`config.mk`:
```
export PLATFORM = sky130hd
export DESIGN_NAME = multi_channel_pressure_step_controller_core
export DESIGN_NICKNAME = d
export VERILOG_FILES = /design/src/mpsc_pkg.sv /design/src/multi_channel_pressure_step_controller_core.sv
export SDC_FILE = /design/constraint.sdc
export NUM_CORES = 1
export LEC_CHECK = 0
export BUFFER_PORTS_ARGS = -buffer_cell sky130_fd_sc_hd__buf_2
export CAP_MARGIN = 20
export CORE_MARGIN = 2
export CORE_UTILIZATION = 45
export CTS_BUF_LIST = sky130_fd_sc_hd__clkbuf_4
export CTS_CLUSTER_SIZE = 12
export DETAILED_ROUTE_END_ITERATION = 6
export PLACE_DENSITY_LB_ADDON = 0.08
export SETUP_SLACK_MARGIN = 0.5
export SLEW_MARGIN = 10
export SYNTH_ARGS = -nofsm -noshare
export SYNTH_HDL_FRONTEND = slang
export SYNTH_SLANG_ARGS = --single-unit
export TNS_END_PERCENT = 5
```
`constraint.sdc`:
```
create_clock -name clk -period 9.02 [get_ports clk]
set_input_delay 0.451 -clock clk [delete_from_list [all_inputs] [get_ports clk]]
set_output_delay 0.451 -clock clk [all_outputs]
set_load 0.01 [all_outputs]
```
`src/mpsc_pkg.sv`:
```
// shared constants and codes for the multi-channel pressure step controller
package mpsc_pkg;

	// channel count and derived index width
	localparam int CHANNELS = 6;
	localparam int CH_W     = (CHANNELS > 1) ? $clog2(CHANNELS) : 1;

	// field widths
	localparam int OP_W   = 2;
	localparam int CHN_W  = 3;
	localparam int RAW_W  = 16;
	localparam int MPSI_W = 14;
	localparam int MOVE_W = 16;
	localparam int STAT_W = 4;
	localparam int CNT_W  = 8;
	localparam int TOL_W  = 10;
	localparam int CFG_W  = 10;
	localparam int CFGI_W = 1;

	// operation codes
	localparam logic [OP_W-1:0] OP_SAMPLE = 2'd0;
	localparam logic [OP_W-1:0] OP_TARGET = 2'd1;
	localparam logic [OP_W-1:0] OP_MOVE   = 2'd2;
	localparam logic [OP_W-1:0] OP_STOP   = 2'd3;

	// status codes
	localparam logic [STAT_W-1:0] ST_IDLE    = 4'd0;
	localparam logic [STAT_W-1:0] ST_PSTEP   = 4'd1;
	localparam logic [STAT_W-1:0] ST_REACHED = 4'd2;
	localparam logic [STAT_W-1:0] ST_MSTEP   = 4'd3;
	localparam logic [STAT_W-1:0] ST_MDONE   = 4'd4;
	localparam logic [STAT_W-1:0] ST_TSET    = 4'd5;
	localparam logic [STAT_W-1:0] ST_MOVE    = 4'd6;
	localparam logic [STAT_W-1:0] ST_STOP    = 4'd7;
	localparam logic [STAT_W-1:0] ST_BADCH   = 4'd8;
	localparam logic [STAT_W-1:0] ST_BADTGT  = 4'd9;
	localparam logic [STAT_W-1:0] ST_ZERO    = 4'd10;

	// configuration register indexes
	localparam logic [CFGI_W-1:0] REG_TOL   = 1'd0;
	localparam logic [CFGI_W-1:0] REG_BURST = 1'd1;

	// register reset values
	localparam logic [TOL_W-1:0] TOL_RESET   = 10'd100;
	localparam logic [CNT_W-1:0] BURST_RESET = 8'd10;

	// conversion constants
	localparam int MUL_W = 21;
	localparam int PRD_W = 2 * MUL_W;
	localparam logic [MUL_W-1:0] K_ADC    = 21'd6144;     // raw to mV, then >> 15
	localparam logic [MUL_W-1:0] K_SCALE  = 21'd150;      // 15000/4300 = 150/43
	localparam logic [MUL_W-1:0] K_RECIP  = 21'd1560672;  // ceil(2^26 / 43)
	localparam int RECIP_SH = 26;
	localparam logic [12:0] MV_MAX    = 13'd5000;
	localparam logic [12:0] MV_OFFSET = 13'd450;
	localparam logic [MPSI_W-1:0] P_MAX   = 14'd15000;
	localparam logic [MPSI_W-1:0] TGT_MIN = 14'd250;
	localparam logic [MPSI_W-1:0] TGT_MAX = 14'd12500;

endpackage

```
`src/multi_channel_pressure_step_controller_core.sv`:
```
// multi-channel pressure step controller: sequencer around one shared multiplier
//
// channel  | signals                                               | handshake
// ---------+-------------------------------------------------------+---------------------
// command  | operation channel raw_sample target_mpsi move_steps   | start & !busy
//          | move_up                                               |
// result   | status channel_out pressure_mpsi direction step_count | done, one cycle
// config   | wr_index wr_data                                      | wr_en, no wait
//
// every word takes the sequencer through its busy states: three passes through the shared 21x21
// multiplier (raw to mV, scale, reciprocal divide by 43) and one decision step
// that updates channel state; the result strobe follows in the next cycle.
// a new word can be taken in the cycle the result is shown, so a word is taken only once the last is through.
// arst_n clears all channel state and restores the register reset values.
// the receiver cannot stall: each result is shown for exactly one cycle.
module multi_channel_pressure_step_controller_core (
	input  logic                           clk,
	input  logic                           arst_n,
	input  logic                           start,
	output logic                           busy,
	input  logic [mpsc_pkg::OP_W-1:0]      operation,
	input  logic [mpsc_pkg::CHN_W-1:0]     channel,
	input  logic signed [mpsc_pkg::RAW_W-1:0] raw_sample,
	input  logic [mpsc_pkg::MPSI_W-1:0]    target_mpsi,
	input  logic [mpsc_pkg::MOVE_W-1:0]    move_steps,
	input  logic                           move_up,
	input  logic                           wr_en,
	input  logic [mpsc_pkg::CFGI_W-1:0]    wr_index,
	input  logic [mpsc_pkg::CFG_W-1:0]     wr_data,
	output logic                           done,
	output logic [mpsc_pkg::STAT_W-1:0]    status,
	output logic [mpsc_pkg::CHN_W-1:0]     channel_out,
	output logic [mpsc_pkg::MPSI_W-1:0]    pressure_mpsi,
	output logic                           direction,
	output logic [mpsc_pkg::CNT_W-1:0]     step_count
);
	import mpsc_pkg::*;

	// sequencer codes
	localparam logic [2:0] S_IDLE = 3'd0;
	localparam logic [2:0] S_MUL1 = 3'd1;
	localparam logic [2:0] S_MUL2 = 3'd2;
	localparam logic [2:0] S_MUL3 = 3'd3;
	localparam logic [2:0] S_DEC  = 3'd4;

	localparam logic [CHN_W:0] CH_LIM = (CHN_W + 1)'(CHANNELS);

	logic [2:0] state_q;

	// latched command word
	logic [OP_W-1:0]   op_q;
	logic [CHN_W-1:0]  ch_q;
	logic [RAW_W-1:0]  raw_q;
	logic [MPSI_W-1:0] tgt_q;
	logic [MOVE_W-1:0] mv_q;
	logic              up_q;

	// configuration registers
	logic [TOL_W-1:0] tol_q;
	logic [CNT_W-1:0] burst_q;

	// per-channel state
	logic [MPSI_W-1:0] target_q [CHANNELS];
	logic [MOVE_W-1:0] remain_q [CHANNELS];
	logic [CHANNELS-1:0] pmode_q;
	logic [CHANNELS-1:0] mmode_q;
	logic [CHANNELS-1:0] fwd_q;

	// shared multiplier
	logic [MUL_W-1:0] mul_a;
	logic [MUL_W-1:0] mul_b;
	logic [PRD_W-1:0] prod_q;

	logic [12:0] mv_raw;
	logic [12:0] mv_clamp;
	logic [12:0] mv_ofs;
	logic [MPSI_W-1:0] quot;
	logic [MPSI_W-1:0] pres;

	assign busy = (state_q != S_IDLE);

	// configuration writes
	always_ff @(posedge clk or negedge arst_n) begin
		if (!arst_n) begin
			tol_q   <= TOL_RESET;
			burst_q <= BURST_RESET;
		end else if (wr_en) begin
			case (wr_index)
				REG_TOL:   tol_q   <= wr_data[TOL_W-1:0];
				REG_BURST: burst_q <= wr_data[CNT_W-1:0];
				default:   ;
			endcase
		end
	end

	// sequencer
	always_ff @(posedge clk or negedge arst_n) begin
		if (!arst_n) begin
			state_q <= S_IDLE;
		end else begin
			case (state_q)
				S_IDLE:  if (start) state_q <= S_MUL1;
				S_MUL1:  state_q <= S_MUL2;
				S_MUL2:  state_q <= S_MUL3;
				S_MUL3:  state_q <= S_DEC;
				S_DEC:   state_q <= S_IDLE;
				default: state_q <= S_IDLE;
			endcase
		end
	end

	// command word capture
	always_ff @(posedge clk) begin
		if (start && !busy) begin
			op_q  <= operation;
			ch_q  <= channel;
			raw_q <= raw_sample;
			tgt_q <= target_mpsi;
			mv_q  <= move_steps;
			up_q  <= move_up;
		end
	end

	// millivolts from first product, clamped, offset removed
	assign mv_raw   = prod_q[27:15];
	assign mv_clamp = (mv_raw > MV_MAX) ? MV_MAX : mv_raw;
	assign mv_ofs   = (mv_clamp > MV_OFFSET) ? (mv_clamp - MV_OFFSET) : 13'd0;

	// operand select for the shared multiplier
	always_comb begin
		mul_a = '0;
		mul_b = '0;
		case (state_q)
			S_MUL1: begin
				mul_a = raw_q[RAW_W-1] ? '0 : MUL_W'(raw_q[RAW_W-2:0]);
				mul_b = K_ADC;
			end
			S_MUL2: begin
				mul_a = MUL_W'(mv_ofs);
				mul_b = K_SCALE;
			end
			S_MUL3: begin
				mul_a = MUL_W'(prod_q[19:0]);
				mul_b = K_RECIP;
			end
			default: ;
		endcase
	end

	always_ff @(posedge clk) begin
		if (state_q inside {S_MUL1, S_MUL2, S_MUL3}) begin
			prod_q <= mul_a * mul_b;
		end
	end

	// pressure after the reciprocal divide
	assign quot = prod_q[RECIP_SH+MPSI_W-1:RECIP_SH];
	assign pres = (quot > P_MAX) ? P_MAX : quot;

	// decision on the selected channel
	logic [CH_W-1:0]   idx;
	logic              ch_ok;
	logic [CNT_W-1:0]  burst;
	logic [MPSI_W-1:0] tgt_cur;
	logic [MOVE_W-1:0] rem_cur;
	logic [MPSI_W-1:0] diff;
	logic [MOVE_W-1:0] chunk;
	logic [MOVE_W-1:0] rem_next;
	logic [STAT_W-1:0] stat_d;
	logic [MPSI_W-1:0] pres_d;
	logic              dir_d;
	logic [CNT_W-1:0]  cnt_d;

	assign idx     = ch_q[CH_W-1:0];
	assign ch_ok   = ({1'b0, ch_q} < CH_LIM);
	assign burst   = (burst_q == '0) ? CNT_W'(1) : burst_q;
	assign tgt_cur = target_q[idx];
	assign rem_cur = remain_q[idx];
	assign diff    = (pres > tgt_cur) ? (pres - tgt_cur) : (tgt_cur - pres);
	assign chunk   = (rem_cur < MOVE_W'(burst)) ? rem_cur : MOVE_W'(burst);
	assign rem_next = rem_cur - chunk;

	always_comb begin
		stat_d = ST_IDLE;
		pres_d = '0;
		dir_d  = 1'b0;
		cnt_d  = '0;
		if (op_q == OP_STOP) begin
			stat_d = ST_STOP;
		end else if (!ch_ok) begin
			stat_d = ST_BADCH;
		end else begin
			case (op_q)
				OP_SAMPLE: begin
					pres_d = pres;
					if (pmode_q[idx]) begin
						if (diff <= MPSI_W'(tol_q)) begin
							stat_d = ST_REACHED;
						end else begin
							stat_d = ST_PSTEP;
							dir_d  = (pres < tgt_cur);
							cnt_d  = burst;
						end
					end else if (mmode_q[idx] && rem_cur != '0) begin
						dir_d  = fwd_q[idx];
						cnt_d  = chunk[CNT_W-1:0];
						stat_d = (rem_next == '0) ? ST_MDONE : ST_MSTEP;
					end
				end
				OP_TARGET: begin
					stat_d = (tgt_q inside {[TGT_MIN:TGT_MAX]}) ? ST_TSET : ST_BADTGT;
				end
				OP_MOVE: begin
					if (mv_q == '0) begin
						stat_d = ST_ZERO;
					end else begin
						stat_d = ST_MOVE;
						dir_d  = up_q;
					end
				end
				default: ;
			endcase
		end
	end

	// channel state update
	always_ff @(posedge clk or negedge arst_n) begin
		if (!arst_n) begin
			pmode_q <= '0;
			mmode_q <= '0;
			fwd_q   <= '0;
			for (int i = 0; i < CHANNELS; i++) begin
				target_q[i] <= '0;
				remain_q[i] <= '0;
			end
		end else if (state_q == S_DEC) begin
			case (stat_d)
				ST_STOP: begin
					pmode_q <= '0;
					mmode_q <= '0;
					fwd_q   <= '0;
					for (int i = 0; i < CHANNELS; i++) begin
						target_q[i] <= '0;
						remain_q[i] <= '0;
					end
				end
				ST_REACHED: pmode_q[idx] <= 1'b0;
				ST_MSTEP:   remain_q[idx] <= rem_next;
				ST_MDONE: begin
					remain_q[idx] <= rem_next;
					mmode_q[idx]  <= 1'b0;
				end
				ST_TSET: begin
					target_q[idx] <= tgt_q;
					pmode_q[idx]  <= 1'b1;
					mmode_q[idx]  <= 1'b0;
					remain_q[idx] <= '0;
				end
				ST_MOVE: begin
					remain_q[idx] <= mv_q;
					fwd_q[idx]    <= up_q;
					mmode_q[idx]  <= 1'b1;
					pmode_q[idx]  <= 1'b0;
				end
				default: ;
			endcase
		end
	end

	// result word register and strobe
	always_ff @(posedge clk or negedge arst_n) begin
		if (!arst_n) begin
			done <= 1'b0;
		end else begin
			done <= (state_q == S_DEC);
		end
	end

	always_ff @(posedge clk) begin
		if (state_q == S_DEC) begin
			status        <= stat_d;
			channel_out   <= (op_q == OP_STOP) ? '0 : ch_q;
			pressure_mpsi <= pres_d;
			direction     <= dir_d;
			step_count    <= cnt_d;
		end
	end

	// checks
	a_done_after_dec: assert property (@(posedge clk) disable iff (!arst_n)
		done |-> $past(state_q) == S_DEC)
		else $error("result strobe without a decision cycle");

	a_accept_busy: assert property (@(posedge clk) disable iff (!arst_n)
		start && !busy |=> state_q == S_MUL1)
		else $error("accepted word did not start the sequence");

	a_modes_exclusive: assert property (@(posedge clk) disable iff (!arst_n)
		(pmode_q & mmode_q) == '0)
		else $error("channel in pressure and manual mode at once");

	a_steps_status: assert property (@(posedge clk) disable iff (!arst_n)
		done && step_count != '0 |->
			status == ST_PSTEP || status == ST_MSTEP || status == ST_MDONE)
		else $error("steps issued with a non-stepping status");

endmodule
```
* Word level (Yosys, flattened, before mapping)
Cells that the tools add are included.
** Storage, ports and cells
- Flip-flop bits (word level) :: 342
- Input port bits :: 67
** Operators by class
- Add/sub/neg operators :: 4
- Multipliers :: 1
- Order comparisons :: 14
- Equality and inequality tests :: 14
- Muxes and demuxes :: 55
- Bitwise logic cells :: 11
- Reduce and logical (&&, ||, !) cells :: 31
** Operators by type and width (number)
- 96-bit one-hot mux with 4 select lines :: 1
- 96-bit bitwise mux :: 2
- 84-bit one-hot mux with 2 select lines :: 1
- 96-bit bitwise AND :: 1
- 96-bit inverter :: 1
- 84-bit bitwise mux :: 1
- 14-bit two-way mux :: 5
- 16-bit two-way mux :: 4
- 21-bit one-hot mux with 3 select lines :: 1
- 20-bit one-hot mux with 3 select lines :: 1
- 16-bit binary-select mux with 3-bit select :: 1
- 16-bit demux with 3-bit select :: 1
- 14-bit binary-select mux with 3-bit select :: 1
- 14-bit demux with 3-bit select :: 1
- 20-bit by 21-bit multiplier with 40-bit output :: 1
- 6-bit one-hot mux with 3 select lines :: 2
- 16-bit logical NOT :: 2
- 8-bit two-way mux :: 4
- 14-bit subtractor :: 2
- 13-bit two-way mux :: 2
- 4-bit two-way mux :: 5
- 4-bit by 3-bit equality test with 1-bit output (second input constant) :: 4
- 16-bit by 8-bit < comparator with 1-bit output :: 1
- 16-bit nonzero test :: 1
- other kinds (49) :: 84

* Logic depth before layout (Yosys ltp)
- Depth after elaboration :: 18
- Gate-level depth with buffers :: 40

* Worst setup path after synthesis
Ideal clock, no wire load.
- Path type :: register to register
- From :: reg prod_q[16]
- To :: reg prod_q[38] (data pin)
- Arrival time :: 8.864 ns
- Setup slack :: -0.110 ns
- Stages on the path, launching flop included :: 36
- Path buffers :: 1
- Path through :: edfxtp_1 > o31ai_1 > a21oi_1 > o31ai_1 > clkbuf_1 > nand2_1 > ha_1 > a21oi_1 > nand3_1 > o21ai_0 > nand4_1 > nor2_1 > inv_1 > fa_1 > fa_1 > fa_1 > inv_1 > ha_1 > ha_1 > inv_1 > fa_1 > inv_1 > ha_1 > ha_1 > a21o_1 > a2111oi_0 > o21ai_0 > a221oi_1 > o21ai_0 > a2111o_1 > nand2_1 > a221oi_1 > a41o_1 > a2111oi_0 > nor3_1 > xor2_1
** Between the ends
- Longest elaborated chain between the ends :: 6
- Elaborated cells between the ends (all ways) :: 7
** RTL lines
- start: declaration :: line multi_channel_pressure_step_controller_core.sv:72 : logic [PRD_W-1:0] prod_q;
- start signal: assignment :: line multi_channel_pressure_step_controller_core.sv:152 : prod_q <= mul_a * mul_b;
- 13-bit greater-than comparator :: line multi_channel_pressure_step_controller_core.sv:126 : assign mv_clamp = (mv_raw > MV_MAX) ? MV_MAX : mv_raw;
- 13-bit two-way mux :: line multi_channel_pressure_step_controller_core.sv:126
- 13-bit by 9-bit subtractor with 13-bit output or 13-bit by 9-bit greater-than comparator with 1-bit output (tied branches) :: line multi_channel_pressure_step_controller_core.sv:127 : assign mv_ofs = (mv_clamp > MV_OFFSET) ? (mv_clamp - MV_OFFSET) : 13'd0;
- 13-bit two-way mux :: line multi_channel_pressure_step_controller_core.sv:127
- 20-bit one-hot mux with 3 select lines * :: line multi_channel_pressure_step_controller_core.sv:133 : case (state_q)
- 20-bit by 21-bit multiplier with 40-bit output * :: line multi_channel_pressure_step_controller_core.sv:152
Every way passes the cells marked *; elsewhere a longest branch is shown, timed or not.
A chain may end at the register's enable or synchronous reset.

* Worst setup path after layout
- From :: reg prod_q[15]
- To :: reg prod_q[38] (data pin)
The elaborated chain is that of the path after synthesis.

==> run metrics <==
max incr delay on CP=0.53 ns; Synth Cell Area=approximately 0.027 mm^2; Most used DFF post-synth=dfrtp_1; crit end category=flip-flop; pre-CTS WS=-0.0743 ns; Placement Cell Area=between 0.02 and 0.03 mm^2; io pins=99; first-pass iteration count of the detailed router=7; final net count=between 3000 and 4000; Tcrit/Tclk final=around 93%; initial antenna violation count=8; global placement routability congestion=0.887; clk_lat worst skew=between 0.8 and 0.9 ns; count of pins over their slew limit=0; worst hold path type=primary input to flip-flop; die footprint=0.0618 mm^2; vias in the first global route=21500; Yosys reg bits=around 340; Vias=approximately 21000; most frequent CP cell=fa_1; CP Class=flip-flop to flip-flop; Post-synth EDFFs=121; dpl hpwl=57400 um; Setup WS post-layout=around 0.62 ns; gr busiest metal=met2; post-route minimum period=8.40 ns; post-route setup TNS=0 ns; Routed WL=approximately 80000 um; Total GRT Usage=25.7%; Yosys top cell by area=dfrtp_1; RSZ-0062 raised after global routing=yes; Final Cell Area=0.0315 mm^2; core area=a little under 0.06 mm^2; Worst-Margin Slew=1.11 ns; Clock Skew=0.0552 ns; slowest CP cell=fa_1; status=finished with violations; H-tree depth=3; vias per cell=5.58; fmax=119 MHz; ranking of synthesized cells by area=dfrtp_1 20%, fa_1 14%, edfxtp_1 13%; Synth top area share=~20%; syn_area_per_cell=10.5 um^2; TritonCTS buffer count=97; Final Hold Fails=0; TritonCTS clock tree=done; first-pass GRT wire length=123000 um; Chip Height=249 um; Initial Util=45.5%; post-synth cell types=98; # setup viols final=0; clk buf depth=3; Worst EP arrival=9.00 ns; IO buf count=98; routing usage on met3=5.46%; critical path peak fanout=5; cells after synthesis=about 2600; Worst Path Required=just under 10 ns; Max-Cap Viols=0; Slew HR=25.6%; most frequent cells in the layout=383 x inv_1, 256 x ha_1, 215 x dfrtp_1, 185 x fa_1, 170 x a22o_1; fillers=between 5000 and 6000; most common cell after layout, fill and taps aside=inv_1; sequential share of the synthesized area=approximately 34%; failing checks=DRC; layout cells sized above 1=18.7%; CTS root buffer=clkbuf_4; FP Rows=89; largest net degree at the start of global routing=80; FFs w/ async S/R, synth=between 60% and 70%; post-route ant nets=0; drt wl/cell=21.3 um; startpoint class of the critical path=flip-flop; GRT overflow=0; clock transition at the registers of the reported paths=~0.07 ns; Global Route met1 Usage=33.4%; DRT iter0 DRCs=1418; yosys warns=0; met2 usage=41.8%; # DRC=16; Sink Count=~340; Post-Route Utilization=around 53%; Chip Width=249 um; P&R area growth vs syn=17.0%
[layout make-up]
type                    count  area [um^2]  area share [%]
diodes                      7         17.5          0.0556
well taps                 773          967            3.07
multi-input cells        1758        16500            52.4
flip-flops and latches    341         9150            29.0
clock inverters            38          174           0.552
inverters                 389         1460            4.64
clock buffers             144         1080            3.43
repair buffers            283         2150            6.83
[worst paths after layout]
path | depth (start not counted) | slack (ns) | start | end
max in group asynchronous | 4 | 7.70 | arst_n | burst_q[3]
hold / removal | 5 | 0.09 | wr_index | tol_q[6]
setup / recovery | 36 | 0.62 | prod_q[15] | prod_q[38]
setup reg to reg | 36 | 0.62 | prod_q[15] | prod_q[38]
hold reg to reg | 1 | 0.49 | pmode_q[2] | pmode_q[2]
min in group asynchronous | 2 | 0.11 | arst_n | remain_q[74]
[timing repair]
item                                    in CTS  in global routing
endpoints found under the hold margin      135                  0
setup buffers                                9                 13
gates cloned                                 0                  0
gates resized for setup                     18                 95
pin swaps                                   16                 59
hold buffers                                64                  0
endpoints found under the setup margin      25                202
[worst max-delay path, delay by kind of cell (launching register included)]
family          cells  cell delay [ns]
fa+ha+maj           9             3.33
compound gates     11             2.49
simple gates       10             1.38
flops               1             0.42
buf+inv             5             0.36
xor+xnor            1             0.14
[Yosys cell counts (all sizes together), types with 7 or more instances]
| cell | number |
|---|---|
| a21oi | 115 |
| o21ai | 102 |
| mux2 | 23 |
| a32o | 8 |
| nor2b | 25 |
| a21o | 40 |
| nand2b | 17 |
| a221oi | 13 |
| dfrtp | 215 |
| nor4 | 15 |
| xor2 | 23 |
| nand3 | 26 |
| a22oi | 26 |
| nor3 | 40 |
| edfxtp | 121 |
| and2 | 35 |
| a31oi | 16 |
| nand4 | 14 |
| and3 | 14 |
| buf | 54 |
| xnor2 | 46 |
| a2bb2oi | 7 |
| mux2i | 37 |
| clkbuf | 54 |
| inv | 389 |
| o31ai | 8 |
| a22o | 170 |
| o211ai | 8 |
| ha | 279 |
| or2 | 22 |
| a211oi | 12 |
| a211o | 7 |
| o22ai | 21 |
| nand2 | 123 |
| o21a | 24 |
| a221o | 10 |
| nor2 | 111 |
| fa | 189 |
[layer usage]
| layer | vias up | part of all wire (%) |
|---|---|---|
| met5 | - | 0.058 |
| met4 | 6 | 4.1 |
| met3 | 186 | 6.6 |
| met2 | 689 | 46 |
| met1 | 10300 | 43 |
| li1 | 9627 | - |
[registers in the layout, summed over array words and instances (netlist names), 6 cells and up]
name / count
step_count: 8
pressure_mpsi: 14
tol_q: 10
mv_q: 16
burst_q: 8
pmode_q: 6
tgt_q: 14
remain_q: 96
target_q: 84
fwd_q: 6
mmode_q: 6
raw_q: 16
prod_q: 39
[per-stage QoR]
stage,hold slack (ns),cells
floorplan,0.155,2596
global placement,0.438,3454
detailed placement,0.443,3454
CTS,0.00156,3709
global route,0.0508,3731
finish,0.0880,3733
[cells by family (layout without fill, tap and decap cells)]
group | count (synthesis) | count (layout) | share of synthesized area, %
XOR/XNOR | 69 | 69 | 2.25
AO/OA/AOI/OAI | 639 | 639 | 17.4
adder cells (fa/ha/maj) | 468 | 468 | 27.0
buffers and inverters | 497 | 854 | 7.42
AND/OR/NAND/NOR | 476 | 476 | 9.20
other | 2 | 49 | 0.0279
multiplexers | 64 | 64 | 2.69
flip-flops | 341 | 341 | 34.0
Power is not shown: default switching activity piles up to over one toggle a cycle in this logic, so the estimate is an artifact.
